$ cat src/rtl/bridge_adc_serial_reader_calibrator_unit_assert.svh
// assertion macros for the bridge adc reader blocks
// expects clk and rst_n in the scope of each use
`ifndef BRIDGE_ADC_SERIAL_READER_CALIBRATOR_UNIT_ASSERT_SVH
`define BRIDGE_ADC_SERIAL_READER_CALIBRATOR_UNIT_ASSERT_SVH

// same-cycle implication
`define BASCU_ASSERT_IMPL(name, ante, cons, msg) \
  name: assert property (@(posedge clk) disable iff (!rst_n) (ante) |-> (cons)) \
    else $error(msg);

// next-cycle implication
`define BASCU_ASSERT_NEXT(name, ante, cons, msg) \
  name: assert property (@(posedge clk) disable iff (!rst_n) (ante) |=> (cons)) \
    else $error(msg);

`endif

$ cat src/rtl/bascu_pkg.sv
// shared types, constants and helpers for the bridge adc reader
// no dependencies
package bascu_pkg;

  // sizes
  localparam int unsigned QueueDepth = 8;
  localparam int unsigned WordBits   = 24;
  localparam int unsigned RawW       = 25;
  localparam int unsigned VoltW      = 32;
  localparam int unsigned PressW     = 31;
  localparam int unsigned CfgIdxW    = 3;
  localparam int unsigned CfgDataW   = 32;

  // bit count loaded when a conversion starts
  localparam logic [4:0] WORD_BITS_INIT = 5'd24;

  // 4.91 V reference in mV, applied before the gain shift
  localparam logic signed [13:0] MV_SCALE = 14'sd4910;

  // gain codes
  localparam logic [1:0] GAIN_128 = 2'd0;
  localparam logic [1:0] GAIN_64  = 2'd1;
  localparam logic [1:0] GAIN_32  = 2'd2;

  // register indexes
  typedef enum logic [CfgIdxW-1:0] {
    CFG_GAIN_CODE       = 3'd0,
    CFG_INVERT_SIGN     = 3'd1,
    CFG_VOLT_OFFSET     = 3'd2,
    CFG_VOLT_SCALE_INV  = 3'd3,
    CFG_PRESS_OFFSET    = 3'd4,
    CFG_PRESS_SCALE_INV = 3'd5
  } cfg_idx_t;

  // register reset values
  localparam logic signed [31:0] PRESS_SCALE_INV_RST = 32'sd65536;

  // one classified tick, front to back
  typedef struct packed {
    logic        sck;
    logic        done;
    logic [23:0] word;
    logic [1:0]  gain;
    logic        invert;
  } item_t;

  // calibration registers
  typedef struct packed {
    logic signed [31:0] volt_offset;
    logic signed [31:0] volt_scale_inv;
    logic signed [31:0] press_offset;
    logic signed [31:0] press_scale_inv;
  } cal_t;

  // extra clock pulses that select the next gain
  function automatic logic [1:0] pulse_count(input logic [1:0] gain);
    logic [1:0] cnt;
    case (gain)
      GAIN_64: cnt = 2'd3;
      GAIN_32: cnt = 2'd2;
      default: cnt = 2'd1;
    endcase
    return cnt;
  endfunction

endpackage

$ cat src/rtl/bascu_front.sv
// serial clock sequencer: walks the 24 data bits and gain pulses per tick
// depends on bascu_pkg
module bascu_front (
  input  logic                clk,
  input  logic                rst_n,
  input  logic                accept_i,
  input  logic                dout_i,
  input  logic [1:0]          gain_i,
  input  logic                invert_i,
  output bascu_pkg::item_t    item_o
);

  typedef enum logic [4:0] {
    PH_IDLE       = 5'b00001,
    PH_BIT_HIGH   = 5'b00010,
    PH_BIT_LOW    = 5'b00100,
    PH_PULSE_HIGH = 5'b01000,
    PH_PULSE_LOW  = 5'b10000
  } phase_t;

  phase_t      phase_r, phase_nxt;
  logic [4:0]  bits_r, bits_nxt;
  logic [1:0]  pulses_r, pulses_nxt;
  logic [23:0] word_r, word_nxt;

  // next state and the item for this tick
  always_comb begin
    phase_nxt     = phase_r;
    bits_nxt      = bits_r;
    pulses_nxt    = pulses_r;
    word_nxt      = word_r;
    item_o.sck    = 1'b0;
    item_o.done   = 1'b0;
    item_o.word   = word_r;
    item_o.gain   = gain_i;
    item_o.invert = invert_i;
    unique case (phase_r)
      PH_BIT_HIGH: begin
        item_o.sck = 1'b1;
        phase_nxt  = PH_BIT_LOW;
      end
      PH_BIT_LOW: begin
        word_nxt = {word_r[22:0], dout_i};
        bits_nxt = bits_r - 5'd1;
        if (bits_nxt == 5'd0) begin
          pulses_nxt = bascu_pkg::pulse_count(gain_i);
          phase_nxt  = PH_PULSE_HIGH;
        end else begin
          phase_nxt = PH_BIT_HIGH;
        end
      end
      PH_PULSE_HIGH: begin
        item_o.sck = 1'b1;
        phase_nxt  = PH_PULSE_LOW;
      end
      PH_PULSE_LOW: begin
        pulses_nxt = pulses_r - 2'd1;
        if (pulses_nxt == 2'd0) begin
          item_o.done = 1'b1;
          phase_nxt   = PH_IDLE;
        end else begin
          phase_nxt = PH_PULSE_HIGH;
        end
      end
      default: begin
        // idle, and any stray code, waits for data low
        phase_nxt = PH_IDLE;
        if (!dout_i) begin
          bits_nxt  = bascu_pkg::WORD_BITS_INIT;
          word_nxt  = '0;
          phase_nxt = PH_BIT_HIGH;
        end
      end
    endcase
  end

  // sequencer state advances once per accepted tick
  always_ff @(posedge clk) begin
    if (!rst_n) begin
      phase_r  <= PH_IDLE;
      bits_r   <= '0;
      pulses_r <= '0;
      word_r   <= '0;
    end else if (accept_i) begin
      phase_r  <= phase_nxt;
      bits_r   <= bits_nxt;
      pulses_r <= pulses_nxt;
      word_r   <= word_nxt;
    end
  end

endmodule

$ cat src/rtl/bascu_queue.sv
// small request queue between the sequencer and the arithmetic back end
// depends on bascu_pkg and the assertion macro header
`include "bridge_adc_serial_reader_calibrator_unit_assert.svh"
module bascu_queue #(
  parameter int unsigned Depth = bascu_pkg::QueueDepth
) (
  input  logic             clk,
  input  logic             rst_n,
  input  logic             push_i,
  input  bascu_pkg::item_t push_item_i,
  input  logic             pop_i,
  output bascu_pkg::item_t head_o,
  output logic             full_o,
  output logic             empty_o
);

  localparam int unsigned AddrW = (Depth > 1) ? $clog2(Depth) : 1;
  localparam int unsigned CntW  = $clog2(Depth + 1);

  bascu_pkg::item_t   mem_r [Depth];
  logic [AddrW-1:0]   wr_ptr_r, rd_ptr_r;
  logic [CntW-1:0]    count_r;
  logic               do_push, do_pop;

  assign full_o  = (count_r == CntW'(Depth));
  assign empty_o = (count_r == '0);
  assign do_push = push_i && !full_o;
  assign do_pop  = pop_i && !empty_o;
  assign head_o  = mem_r[rd_ptr_r];

  // storage
  always_ff @(posedge clk) begin
    if (do_push) begin
      mem_r[wr_ptr_r] <= push_item_i;
    end
  end

  // pointers and fill count
  always_ff @(posedge clk) begin
    if (!rst_n) begin
      wr_ptr_r <= '0;
      rd_ptr_r <= '0;
      count_r  <= '0;
    end else begin
      if (do_push) begin
        wr_ptr_r <= (wr_ptr_r == AddrW'(Depth - 1)) ? '0 : wr_ptr_r + 1'b1;
      end
      if (do_pop) begin
        rd_ptr_r <= (rd_ptr_r == AddrW'(Depth - 1)) ? '0 : rd_ptr_r + 1'b1;
      end
      count_r <= count_r + CntW'(do_push) - CntW'(do_pop);
    end
  end

  `BASCU_ASSERT_NEXT(a_push_fills, do_push && !do_pop, !empty_o, "queue empty after a push")

endmodule

$ cat src/rtl/bascu_back.sv
// arithmetic back end: scaling, calibration, pressure, and the result register
// depends on bascu_pkg and the assertion macro header
`include "bridge_adc_serial_reader_calibrator_unit_assert.svh"
module bascu_back (
  input  logic                 clk,
  input  logic                 rst_n,
  input  logic                 q_empty_i,
  input  bascu_pkg::item_t     q_head_i,
  output logic                 q_pop_o,
  input  bascu_pkg::cal_t      cal_i,
  input  logic                 out_pop_i,
  output logic                 out_empty_o,
  output logic                 out_sck_o,
  output logic                 out_done_o,
  output logic signed [24:0]   out_raw_o,
  output logic signed [31:0]   out_volt_o,
  output logic [30:0]          out_press_o
);

  typedef enum logic [5:0] {
    BK_IDLE  = 6'b000001,
    BK_SCALE = 6'b000010,
    BK_VMUL  = 6'b000100,
    BK_VCORR = 6'b001000,
    BK_PMUL  = 6'b010000,
    BK_PFIN  = 6'b100000
  } back_state_t;

  localparam logic signed [65:0] SAT_MAX = 66'sd2147483647;
  localparam logic signed [65:0] SAT_MIN = -66'sd2147483648;

  back_state_t        state_r, state_nxt;
  // result register
  logic               out_valid_r, out_valid_nxt;
  logic               out_sck_r, out_sck_nxt;
  logic               out_done_r, out_done_nxt;
  logic signed [24:0] out_raw_r, out_raw_nxt;
  logic signed [31:0] out_volt_r, out_volt_nxt;
  logic [30:0]        out_press_r, out_press_nxt;
  // working registers
  logic signed [24:0] raw_w_r, raw_w_nxt;
  logic signed [37:0] prod_r, prod_nxt;
  logic [1:0]         gain_r, gain_nxt;
  logic signed [31:0] vnew_r, vnew_nxt;
  logic signed [32:0] diff_r, diff_nxt;
  logic signed [64:0] mul_r, mul_nxt;

  logic               out_free;
  logic               corr_en;
  logic signed [24:0] raw_ext, raw_in;
  logic signed [37:0] prod_in;
  logic signed [38:0] v0_wide;
  logic signed [31:0] v0, vsat, v1;
  logic signed [32:0] vdiff, pdiff;
  logic signed [65:0] rnd_wide;
  logic [30:0]        pclamp;
  logic signed [31:0] scale_sel;

  assign out_free = !out_valid_r || out_pop_i;
  assign corr_en  = (cal_i.volt_offset != '0) || (cal_i.volt_scale_inv != '0);

  // sign-extended, optionally negated reading and its mV product
  assign raw_ext = {q_head_i.word[23], q_head_i.word};
  assign raw_in  = q_head_i.invert ? -raw_ext : raw_ext;
  assign prod_in = 38'(raw_in) * 38'(bascu_pkg::MV_SCALE);

  // gain shift with round half up
  always_comb begin
    case (gain_r)
      bascu_pkg::GAIN_64: v0_wide = (39'(prod_r) + 39'sd8192) >>> 14;
      bascu_pkg::GAIN_32: v0_wide = (39'(prod_r) + 39'sd4096) >>> 13;
      default:            v0_wide = (39'(prod_r) + 39'sd16384) >>> 15;
    endcase
  end
  assign v0    = v0_wide[31:0];
  assign vdiff = 33'(v0) - 33'(cal_i.volt_offset);

  // Q16 rounding of the shared product, then saturate or clamp
  assign rnd_wide = (66'(mul_r) + 66'sd32768) >>> 16;
  always_comb begin
    if (rnd_wide > SAT_MAX) begin
      vsat = 32'sh7FFFFFFF;
    end else if (rnd_wide < SAT_MIN) begin
      vsat = 32'sh80000000;
    end else begin
      vsat = rnd_wide[31:0];
    end
    if (rnd_wide <= 66'sd0) begin
      pclamp = '0;
    end else if (rnd_wide > SAT_MAX) begin
      pclamp = 31'h7FFFFFFF;
    end else begin
      pclamp = rnd_wide[30:0];
    end
  end
  assign v1    = corr_en ? vsat : vnew_r;
  assign pdiff = 33'(v1) - 33'(cal_i.press_offset);

  // one multiplier shared by the voltage and pressure corrections
  assign scale_sel = (state_r == BK_VMUL) ? cal_i.volt_scale_inv : cal_i.press_scale_inv;
  assign mul_nxt   = 65'(diff_r) * 65'(scale_sel);

  // sequencer for one reading, pass-through for plain ticks
  always_comb begin
    state_nxt     = state_r;
    q_pop_o       = 1'b0;
    out_valid_nxt = out_valid_r && !out_pop_i;
    out_sck_nxt   = out_sck_r;
    out_done_nxt  = out_done_r;
    out_raw_nxt   = out_raw_r;
    out_volt_nxt  = out_volt_r;
    out_press_nxt = out_press_r;
    raw_w_nxt     = raw_w_r;
    prod_nxt      = prod_r;
    gain_nxt      = gain_r;
    vnew_nxt      = vnew_r;
    diff_nxt      = diff_r;
    unique case (state_r)
      BK_IDLE: begin
        if (!q_empty_i && out_free) begin
          q_pop_o = 1'b1;
          if (q_head_i.done) begin
            raw_w_nxt = raw_in;
            prod_nxt  = prod_in;
            gain_nxt  = q_head_i.gain;
            state_nxt = BK_SCALE;
          end else begin
            out_valid_nxt = 1'b1;
            out_sck_nxt   = q_head_i.sck;
            out_done_nxt  = 1'b0;
          end
        end
      end
      BK_SCALE: begin
        vnew_nxt  = v0;
        diff_nxt  = vdiff;
        state_nxt = BK_VMUL;
      end
      BK_VMUL: begin
        state_nxt = BK_VCORR;
      end
      BK_VCORR: begin
        vnew_nxt  = v1;
        diff_nxt  = pdiff;
        state_nxt = BK_PMUL;
      end
      BK_PMUL: begin
        state_nxt = BK_PFIN;
      end
      BK_PFIN: begin
        if (out_free) begin
          out_valid_nxt = 1'b1;
          out_sck_nxt   = 1'b0;
          out_done_nxt  = 1'b1;
          out_raw_nxt   = raw_w_r;
          out_volt_nxt  = vnew_r;
          out_press_nxt = pclamp;
          state_nxt     = BK_IDLE;
        end
      end
      default: begin
        state_nxt = BK_IDLE;
      end
    endcase
  end

  // control and held readings
  always_ff @(posedge clk) begin
    if (!rst_n) begin
      state_r     <= BK_IDLE;
      out_valid_r <= 1'b0;
      out_sck_r   <= 1'b0;
      out_done_r  <= 1'b0;
      out_raw_r   <= '0;
      out_volt_r  <= '0;
      out_press_r <= '0;
    end else begin
      state_r     <= state_nxt;
      out_valid_r <= out_valid_nxt;
      out_sck_r   <= out_sck_nxt;
      out_done_r  <= out_done_nxt;
      out_raw_r   <= out_raw_nxt;
      out_volt_r  <= out_volt_nxt;
      out_press_r <= out_press_nxt;
    end
  end

  // datapath registers
  always_ff @(posedge clk) begin
    raw_w_r <= raw_w_nxt;
    prod_r  <= prod_nxt;
    gain_r  <= gain_nxt;
    vnew_r  <= vnew_nxt;
    diff_r  <= diff_nxt;
    mul_r   <= mul_nxt;
  end

  assign out_empty_o = !out_valid_r;
  assign out_sck_o   = out_sck_r;
  assign out_done_o  = out_done_r;
  assign out_raw_o   = out_raw_r;
  assign out_volt_o  = out_volt_r;
  assign out_press_o = out_press_r;

  `BASCU_ASSERT_IMPL(a_no_pop_busy, state_r != BK_IDLE, !q_pop_o, "queue popped mid reading")
  `BASCU_ASSERT_IMPL(a_done_low, out_valid_r && out_done_r, !out_sck_r, "reading on high clock")
  `BASCU_ASSERT_NEXT(a_scale_seq, state_r == BK_SCALE, state_r == BK_VMUL, "scale not followed by multiply")

endmodule

$ cat src/rtl/bridge_adc_serial_reader_calibrator_unit.sv
// bridge adc serial reader: one tick per cycle in while the queue is not full,
// one result per tick out. plain tick: through the queue, then the result register.
// reading tick: scale step and two passes through the shared 33x32 multiplier,
// no new tick taken meanwhile; an 8-entry queue absorbs that stall.
// throughput one tick per cycle between readings while results are popped;
// reset (synchronous, rst_n low) clears sequencer, queue, readings, registers.
module bridge_adc_serial_reader_calibrator_unit #(
  parameter int unsigned QueueDepth = bascu_pkg::QueueDepth
) (
  input  logic                 clk,
  input  logic                 rst_n,
  // tick requests
  input  logic                 in_push,
  output logic                 in_full,
  input  logic                 in_dout,
  // results
  output logic                 out_empty,
  input  logic                 out_pop,
  output logic                 out_sck,
  output logic                 out_done_res,
  output logic signed [24:0]   out_raw_value,
  output logic signed [31:0]   out_voltage_mv,
  output logic [30:0]          out_pressure,
  // configuration writes
  input  logic                 cfg_we,
  input  logic [2:0]           cfg_index,
  input  logic [31:0]          cfg_wdata
);

  logic [1:0]         gain_code_r;
  logic               invert_r;
  logic signed [31:0] volt_offset_r, volt_scale_inv_r, press_offset_r, press_scale_inv_r;
  bascu_pkg::cal_t    cal;
  bascu_pkg::item_t   front_item, q_head;
  logic               accept, q_empty, q_pop;

  // configuration registers
  always_ff @(posedge clk) begin
    if (!rst_n) begin
      gain_code_r       <= bascu_pkg::GAIN_128;
      invert_r          <= 1'b0;
      volt_offset_r     <= '0;
      volt_scale_inv_r  <= '0;
      press_offset_r    <= '0;
      press_scale_inv_r <= bascu_pkg::PRESS_SCALE_INV_RST;
    end else if (cfg_we) begin
      unique case (cfg_index)
        bascu_pkg::CFG_GAIN_CODE:       gain_code_r       <= cfg_wdata[1:0];
        bascu_pkg::CFG_INVERT_SIGN:     invert_r          <= cfg_wdata[0];
        bascu_pkg::CFG_VOLT_OFFSET:     volt_offset_r     <= cfg_wdata;
        bascu_pkg::CFG_VOLT_SCALE_INV:  volt_scale_inv_r  <= cfg_wdata;
        bascu_pkg::CFG_PRESS_OFFSET:    press_offset_r    <= cfg_wdata;
        bascu_pkg::CFG_PRESS_SCALE_INV: press_scale_inv_r <= cfg_wdata;
        default: ;
      endcase
    end
  end

  assign cal.volt_offset     = volt_offset_r;
  assign cal.volt_scale_inv  = volt_scale_inv_r;
  assign cal.press_offset    = press_offset_r;
  assign cal.press_scale_inv = press_scale_inv_r;

  assign accept = in_push && !in_full;

  // tick sequencer
  bascu_front u_front (
    .clk      (clk),
    .rst_n    (rst_n),
    .accept_i (accept),
    .dout_i   (in_dout),
    .gain_i   (gain_code_r),
    .invert_i (invert_r),
    .item_o   (front_item)
  );

  // decoupling queue
  bascu_queue #(
    .Depth (QueueDepth)
  ) u_queue (
    .clk         (clk),
    .rst_n       (rst_n),
    .push_i      (in_push),
    .push_item_i (front_item),
    .pop_i       (q_pop),
    .head_o      (q_head),
    .full_o      (in_full),
    .empty_o     (q_empty)
  );

  // arithmetic and result register
  bascu_back u_back (
    .clk         (clk),
    .rst_n       (rst_n),
    .q_empty_i   (q_empty),
    .q_head_i    (q_head),
    .q_pop_o     (q_pop),
    .cal_i       (cal),
    .out_pop_i   (out_pop),
    .out_empty_o (out_empty),
    .out_sck_o   (out_sck),
    .out_done_o  (out_done_res),
    .out_raw_o   (out_raw_value),
    .out_volt_o  (out_voltage_mv),
    .out_press_o (out_pressure)
  );

endmodule

$ cat config.mk
export PLATFORM = sky130hd
export DESIGN_NAME = bridge_adc_serial_reader_calibrator_unit
export DESIGN_NICKNAME = d
export VERILOG_FILES = /design/src/rtl/bascu_pkg.sv /design/src/rtl/bascu_front.sv /design/src/rtl/bascu_queue.sv /design/src/rtl/bascu_back.sv /design/src/rtl/bridge_adc_serial_reader_calibrator_unit.sv
export VERILOG_INCLUDE_DIRS = /design/src /design/src/rtl
export SDC_FILE = /design/constraint.sdc
export NUM_CORES = 2
export LEC_CHECK = 0
export BUFFER_PORTS_ARGS = -buffer_cell sky130_fd_sc_hd__clkbuf_2
export CORE_MARGIN = 3
export CORE_UTILIZATION = 57
export CTS_CLUSTER_DIAMETER = 30
export CTS_CLUSTER_SIZE = 25
export DETAILED_ROUTE_END_ITERATION = 10
export GPL_TIMING_DRIVEN = 0
export PLACE_DENSITY = 0.73
export SLEW_MARGIN = 20
export SYNTH_ARGS = -nofsm -noshare
export SYNTH_HDL_FRONTEND = slang
export SYNTH_SLANG_ARGS = --single-unit
$ cat constraint.sdc
create_clock -name clk -period 24.4 [get_ports clk]
set_clock_uncertainty 0.15 [all_clocks]
set_input_delay 6.1 -clock clk [delete_from_list [all_inputs] [get_ports clk]]
set_output_delay 6.1 -clock clk [all_outputs]
set_load 0.005 [all_outputs]
[After elaboration in Yosys (flattened, before gate mapping)]
Memory sizes are Yosys's and may differ from the RTL's. A register that Yosys moved wholly into a read port is not among the register bits.
Index checks and enable logic that the tools add are counted.
Word-level totals
  memories kept: 1
  RAM bits: 232
  register bits after elaboration: 468
  output and inout bits: 92
Operators by class
  muxes and demuxes: 48
  $lt $le $gt $ge: 3
  reduce and logical (&&, ||, !) cells: 33
  equal/unequal tests: 28
  $add $sub $neg: 13
  multipliers: 2
  bitwise logic cells: 1
Memories
  u_queue.mem_r: depth 8, width 29, read ports 1, clocked after Yosys merged registers in 1, wr ports 1, RTL line bascu_queue.sv:20  | bascu_pkg::item_t mem_r [Depth];
Operator list (count)
  $mux 32: 4
  $pmux 32 s2: 2
  $add 65x17->66 const B: 1
  $pmux 33 s2: 1
  $sub 32x32->33: 2
  $mul 33x32->65: 1
  $reduce_bool 32->1: 2
  $mux 31: 2
  $gt 50x32->1 const B: 1
  $le 50x1->1 const B: 1
  $lt 50x32->1 const B: 1
  $pmux 24 s2: 1
  $add 38x14->39 const B: 1
  $add 38x15->39 const B: 1
  $add 38x16->39 const B: 1
  $mul 25x13->37 const B: 1
  $pmux 6 s6: 1
  $mux 25: 1
  $neg 24->25: 1
  $mux 24: 1
  $pmux 5 s4: 1
  $mux 6: 3
  $mux 1: 16
  $reduce_and 2->1: 7
  other kinds (43): 74

[Longest topological paths before layout]
  depth after elaboration: 8
  depth in mapped cells: 31
  mapped depth without buffers: 28

[Hierarchy]
A second synthesis with hierarchy kept.
Second synthesis, totals
  cell total of the unflattened synthesis: 7509
  area, all modules: 74763.0 µm²
Modules (own cells, without submodules)
  bascu_back: area each 58726.3 µm², cells each 6451, seq. area each 6486.2 µm², times used 1
  bascu_queue: area each 9527.9 µm², cells each 415, seq. area each 7226.9 µm², times used 1
  bridge_adc_serial_reader_calibrator_unit: area each 4862.2 µm², cells each 465, seq. area each 2622.5 µm², times used 1
  bascu_front: area each 1646.6 µm², cells each 178, seq. area each 720.7 µm², times used 1

[Worst setup path before layout]
No wires, ideal clock.
  path kind: input to register
  start: in in_push
  end: mem u_queue.mem_r[0][0] (netlist bit) (enable)
  stages: 3
  setup slack: 14.531 ns
  data arrival time: 9.231 ns
  data required time: 23.762 ns
  path through: nand2_1 clkbuf_1 nor4_1
On the way
  longest elaborated chain between the ends: 3
Ends and longest elaborated chain
  start, declared: RTL line bridge_adc_serial_reader_calibrator_unit.sv:13  | input logic in_push,
  $logic_and 1x1->1: RTL line bascu_queue.sv:27  | assign do_push = push_i && !full_o;
  $mux 1: RTL line bascu_queue.sv:33  | if (do_push) begin
  $mux 1 (implied by the code): RTL line bascu_queue.sv:34  | mem_r[wr_ptr_r] <= push_item_i;
  end, declared: RTL line bascu_queue.sv:20
Every way passes these cells.

[Worst setup path in the final report]
  start: reg u_back.state_r[1]
  end: reg u_back.mul_r[61]
On the way
  longest elaborated chain between the ends: 3
Ends and longest elaborated chain
  start, declared: RTL line bascu_back.sv:32  | back_state_t state_r, state_nxt;
  start signal, assigned: RTL line bascu_back.sv:178  | state_r <= state_nxt;
  $eq 6x3->1: RTL line bascu_back.sv:100  | assign scale_sel = (state_r == BK_VMUL) ? cal_i.volt_scale_inv : cal_i.press_scale_inv;
  $mux 32: RTL line bascu_back.sv:100
  $mul 33x32->65: RTL line bascu_back.sv:101  | assign mul_nxt = 65'(diff_r) * 65'(scale_sel);
  via u_back.mul_nxt[61]: RTL line bascu_back.sv:46  | logic signed [64:0] mul_r, mul_nxt;
  end signal, assigned: RTL line bascu_back.sv:195  | mul_r <= mul_nxt;
  end, declared: RTL line bascu_back.sv:46
The timed path passes the listed nets, and every way through them passes these cells.
A chain may end at the register's enable or synchronous reset.

==> implementation parameters <==
Parameter                              Value

Final layout
  Synth-to-Final Area Change    9.16%
  Most frequent cells in the layout    inv_1 (1357), fa_1 (1228), nand2_1 (1129)
  Layout cells sized above 1    6.45%
  Post-route core utilization    63.1%
  Most common library cell in the layout ignoring fill and taps    inv_1
  Final nets    9572

Timing
  Fraction of the cycle the final worst path needs    49.3%
  Achievable Freq    83.2 MHz
  Final setup viols    0
  Hold Worst Slack    0.304 ns
  Final hold violations    0
  Max-slew violation count    0
  Least-Margin Pin Slew    1.26 ns
  Setup TNS after final layout    0 ns
  Smallest setup slack after layout    12.38 ns
  Worst rel slew slack    13.4%
  Setup repair after global routing missed its margin    false
  Final critical-path required period    12.02 ns

Setup path
  Required time at the worst-slack endpoint    24.77 ns
  Cell depth of the worst flop-to-flop path    25
  Launching element type of the critical path    register
  Worst flop-to-flop path startpoint    u_back.state_r[1]$_SDFFE_PN0P_
  Data arrival, critical path    12.40 ns
  Capturing element type of the critical path    register
  CP max FO    11
  R2R setup slack    12.38 ns
  Class of the most critical setup path    register to register
  Endpoint of the most critical register-to-register path    u_back.mul_r[61]$_DFF_P_

Die
  Die Area    135000 um^2
  Core area    128000 um^2
  Initial cell density of the core    57.8%
  Die X    367 um
  Row count    131
  Num ports    133
  Die span in y    367 um

Clocking
  Post-CTS Repair Setup Buffers    0
  Insertion delay of the later-clocked pin in the worst-skew pair    0.71 ns
  Deepest level of the CTS H-tree    3
  Clock sink count    677
  Max Root-Sink Buffers    3
  Num CTS Buffers    92
  Clock slew seen by the registers of the worst setup and hold paths    0.06 ns
  Hold bufs inserted after CTS    0
  Number of resized instances in the post-cts repair step    0
  Buffer cell driving the clock tree root    clkbuf_16
  TritonCTS clock tree    yes

Routing
  Number of violations reported at the end of detailed-routing iteration 0    6039
  DR vias    58.1k
  Vias per cell    5.96
  Total Routed Length    265 mm
  Drt drc    0
  Routed len/inst    27.2 um
  Drt pass-1 iters    7
  Antenna violation net count after detailed routing    0

Flow run
  Count of max-cap constraint violations    0

Yosys
  Register bit total from synthesis    677
  Post-Synthesis Net Count    9312
  Most used flip-flop cell after synthesis    edfxtp_1
  Number of library cell types mapped by synthesis    91
  Syn. warnings    0
  Gate count of the mapped netlist    7651
  Average instance area after synthesis    9.70 um^2
  Number of enable-type register cells in the synthesized netlist    350
  Area of the mapped netlist    74200 um^2
  Share of the yosys chip area belonging to registers    23.0%
  Share of async-settable or async-resettable flops after synthesis    0%

Placed design
  Worst slack at placement    12.72 ns
  Post-detail-place hpwl    215 mm
  Port bufs    130
  Routability congestion estimate    1.07

GRT
  Global-route wire length before repair    392 mm
  Antenna violations before repair    35
  Total grt overflow    0
  Pin count of the biggest net entering global routing    28
  All-layer global routing usage    39.9%
  Number of global-route vias before repair    60.6k

Worst hold path
  Depth of the worst hold-timing path    2
  Startpoint of the lowest-slack hold path    u_back.out_volt_o[29]$_SDFFE_PN0P_
  Hold WC Path Type    register to register
  Worst-case hold path end point    u_back.out_volt_o[29]$_SDFFE_PN0P_

Status
  Run status    finished clean
metrics by stage:
step,instance area (um^2),cells
3_5_place_dp,77700,9546
2_1_floorplan,74200,7651
3_3_place_gp,77000,9510
5_1_grt,81000,9745
6_report,81000,9759
4_1_cts,80900,9719
how the worst max path moves through the flow:
stage,startpoint,endpoint,slack [ns],cells after the start
after global placement,in_push,u_queue.mem_r[0][10]$_DFFE_PP_,11.58,4
after CTS,register,u_back.prod_r[37]$_DFFE_PP_,12.58,27
after global routing,u_back.state_r[1]$_SDFFE_PN0P_,u_back.mul_r[61]$_DFF_P_,11.98,26
after detailed placement,register,u_back.prod_r[37]$_DFFE_PP_,12.72,27
final,u_back.state_r[1]$_SDFFE_PN0P_,u_back.mul_r[61]$_DFF_P_,12.38,25
after floorplan,in_push,u_queue.mem_r[0][0]$_DFFE_PP_,14.53,3
cell families (layout without fill, tap and decap cells):
kind of cell / Yosys count / after routing / share of synthesized area [%]
AND/OR/NAND/NOR: 2332 / 2332 / 15.0
buffers and inverters: 1743 / 2082 / 8.87
adder cells (fa/ha/maj): 1620 / 1620 / 39.7
AO/OA/AOI/OAI: 883 / 883 / 7.44
flip-flops: 677 / 677 / 23.0
XOR/XNOR: 264 / 264 / 3.12
multiplexers: 132 / 132 / 2.81
other: 0 / 40 / 0
routing by layer:
metal  wire, um  track usage (%)
met2     121000             63.4
met4      26600             31.0
met1      91100             46.7
met5        103                0
met3      26700             9.80
Yosys cell counts (18+ instances only):
master	n	area (um^2)
a211oi_1	20	150
a21o_1	55	413
a21oi_1	401	2010
a221oi_1	29	254
a22oi_1	38	285
a31oi_1	29	181
and2_1	298	1860
and3_1	40	250
clkbuf_1	350	1310
dfxtp_1	327	6550
edfxtp_1	350	10500
fa_1	1229	24600
ha_1	391	4890
inv_1	1357	5090
mux2_2	28	315
mux2i_1	46	460
mux4_2	58	1310
nand2_1	1129	4240
nand2b_1	46	288
nand3_1	74	370
nand4_1	51	319
nor2_1	230	863
nor2b_1	266	1660
nor3_1	67	335
nor4_1	38	238
o211ai_1	33	248
o21a_1	26	195
o21ai_0	108	541
o21bai_1	24	180
o221ai_1	18	158
xnor2_1	160	1400
xor2_1	104	911
worst max-delay path: stages, from the launching register on:
cell and delay (ns):
dfxtp_1 0.36, nor4_1 0.44, nand2_1 0.34, buf_1 0.43
mux2i_1 1.06, clkbuf_1 0.78, nor2b_1 0.35, ha_1 0.47
fa_1 0.60, fa_2 0.62, fa_1 1.06, inv_1 0.47
fa_1 0.61, inv_1 0.06, fa_1 0.66, fa_1 0.50
fa_1 0.48, ha_1 0.28, clkbuf_1 0.18, nand2_1 0.11
o21ai_0 0.14, a211oi_1 0.35, nor2_1 0.13, a221oi_1 0.48
nand2_1 0.18, o311ai_0 0.54
registers in the layout, summed over array words and instances (netlist names), 4 cells and up, named ones only:
| name | cells |
|---|---|
| u_back.vnew_r | 32 |
| press_offset_r | 32 |
| u_queue.count_r | 4 |
| u_back.prod_r | 26 |
| u_front.bits_r | 5 |
| u_front.phase_r | 5 |
| u_back.out_volt_o | 32 |
| press_scale_inv_r | 32 |
| u_back.state_r | 6 |
| volt_scale_inv_r | 32 |
| u_front.word_r | 24 |
| u_back.out_press_o | 31 |
| u_back.mul_r | 50 |
| u_queue.mem_r | 232 |
| volt_offset_r | 32 |
| u_back.out_raw_o | 25 |
| u_back.diff_r | 33 |
| u_back.raw_w_r | 25 |
layout make-up:
cell class | instances | area [um^2]
Sequential cell | 677 | 17100
Timing Repair Buffer | 166 | 1110
Clock inverter | 71 | 862
Tap cell | 1729 | 2160
Fill cell | 10670 | 47300
Clock buffer | 102 | 2390
Multi-Input combinational cell | 5231 | 50700
Antenna cell | 40 | 100
Inverter | 1359 | 5100
Buffer | 384 | 1490
Power is left out: the tool's default activity adds up to more than one toggle a clock period on the data nets, which glitch-free logic cannot reach.
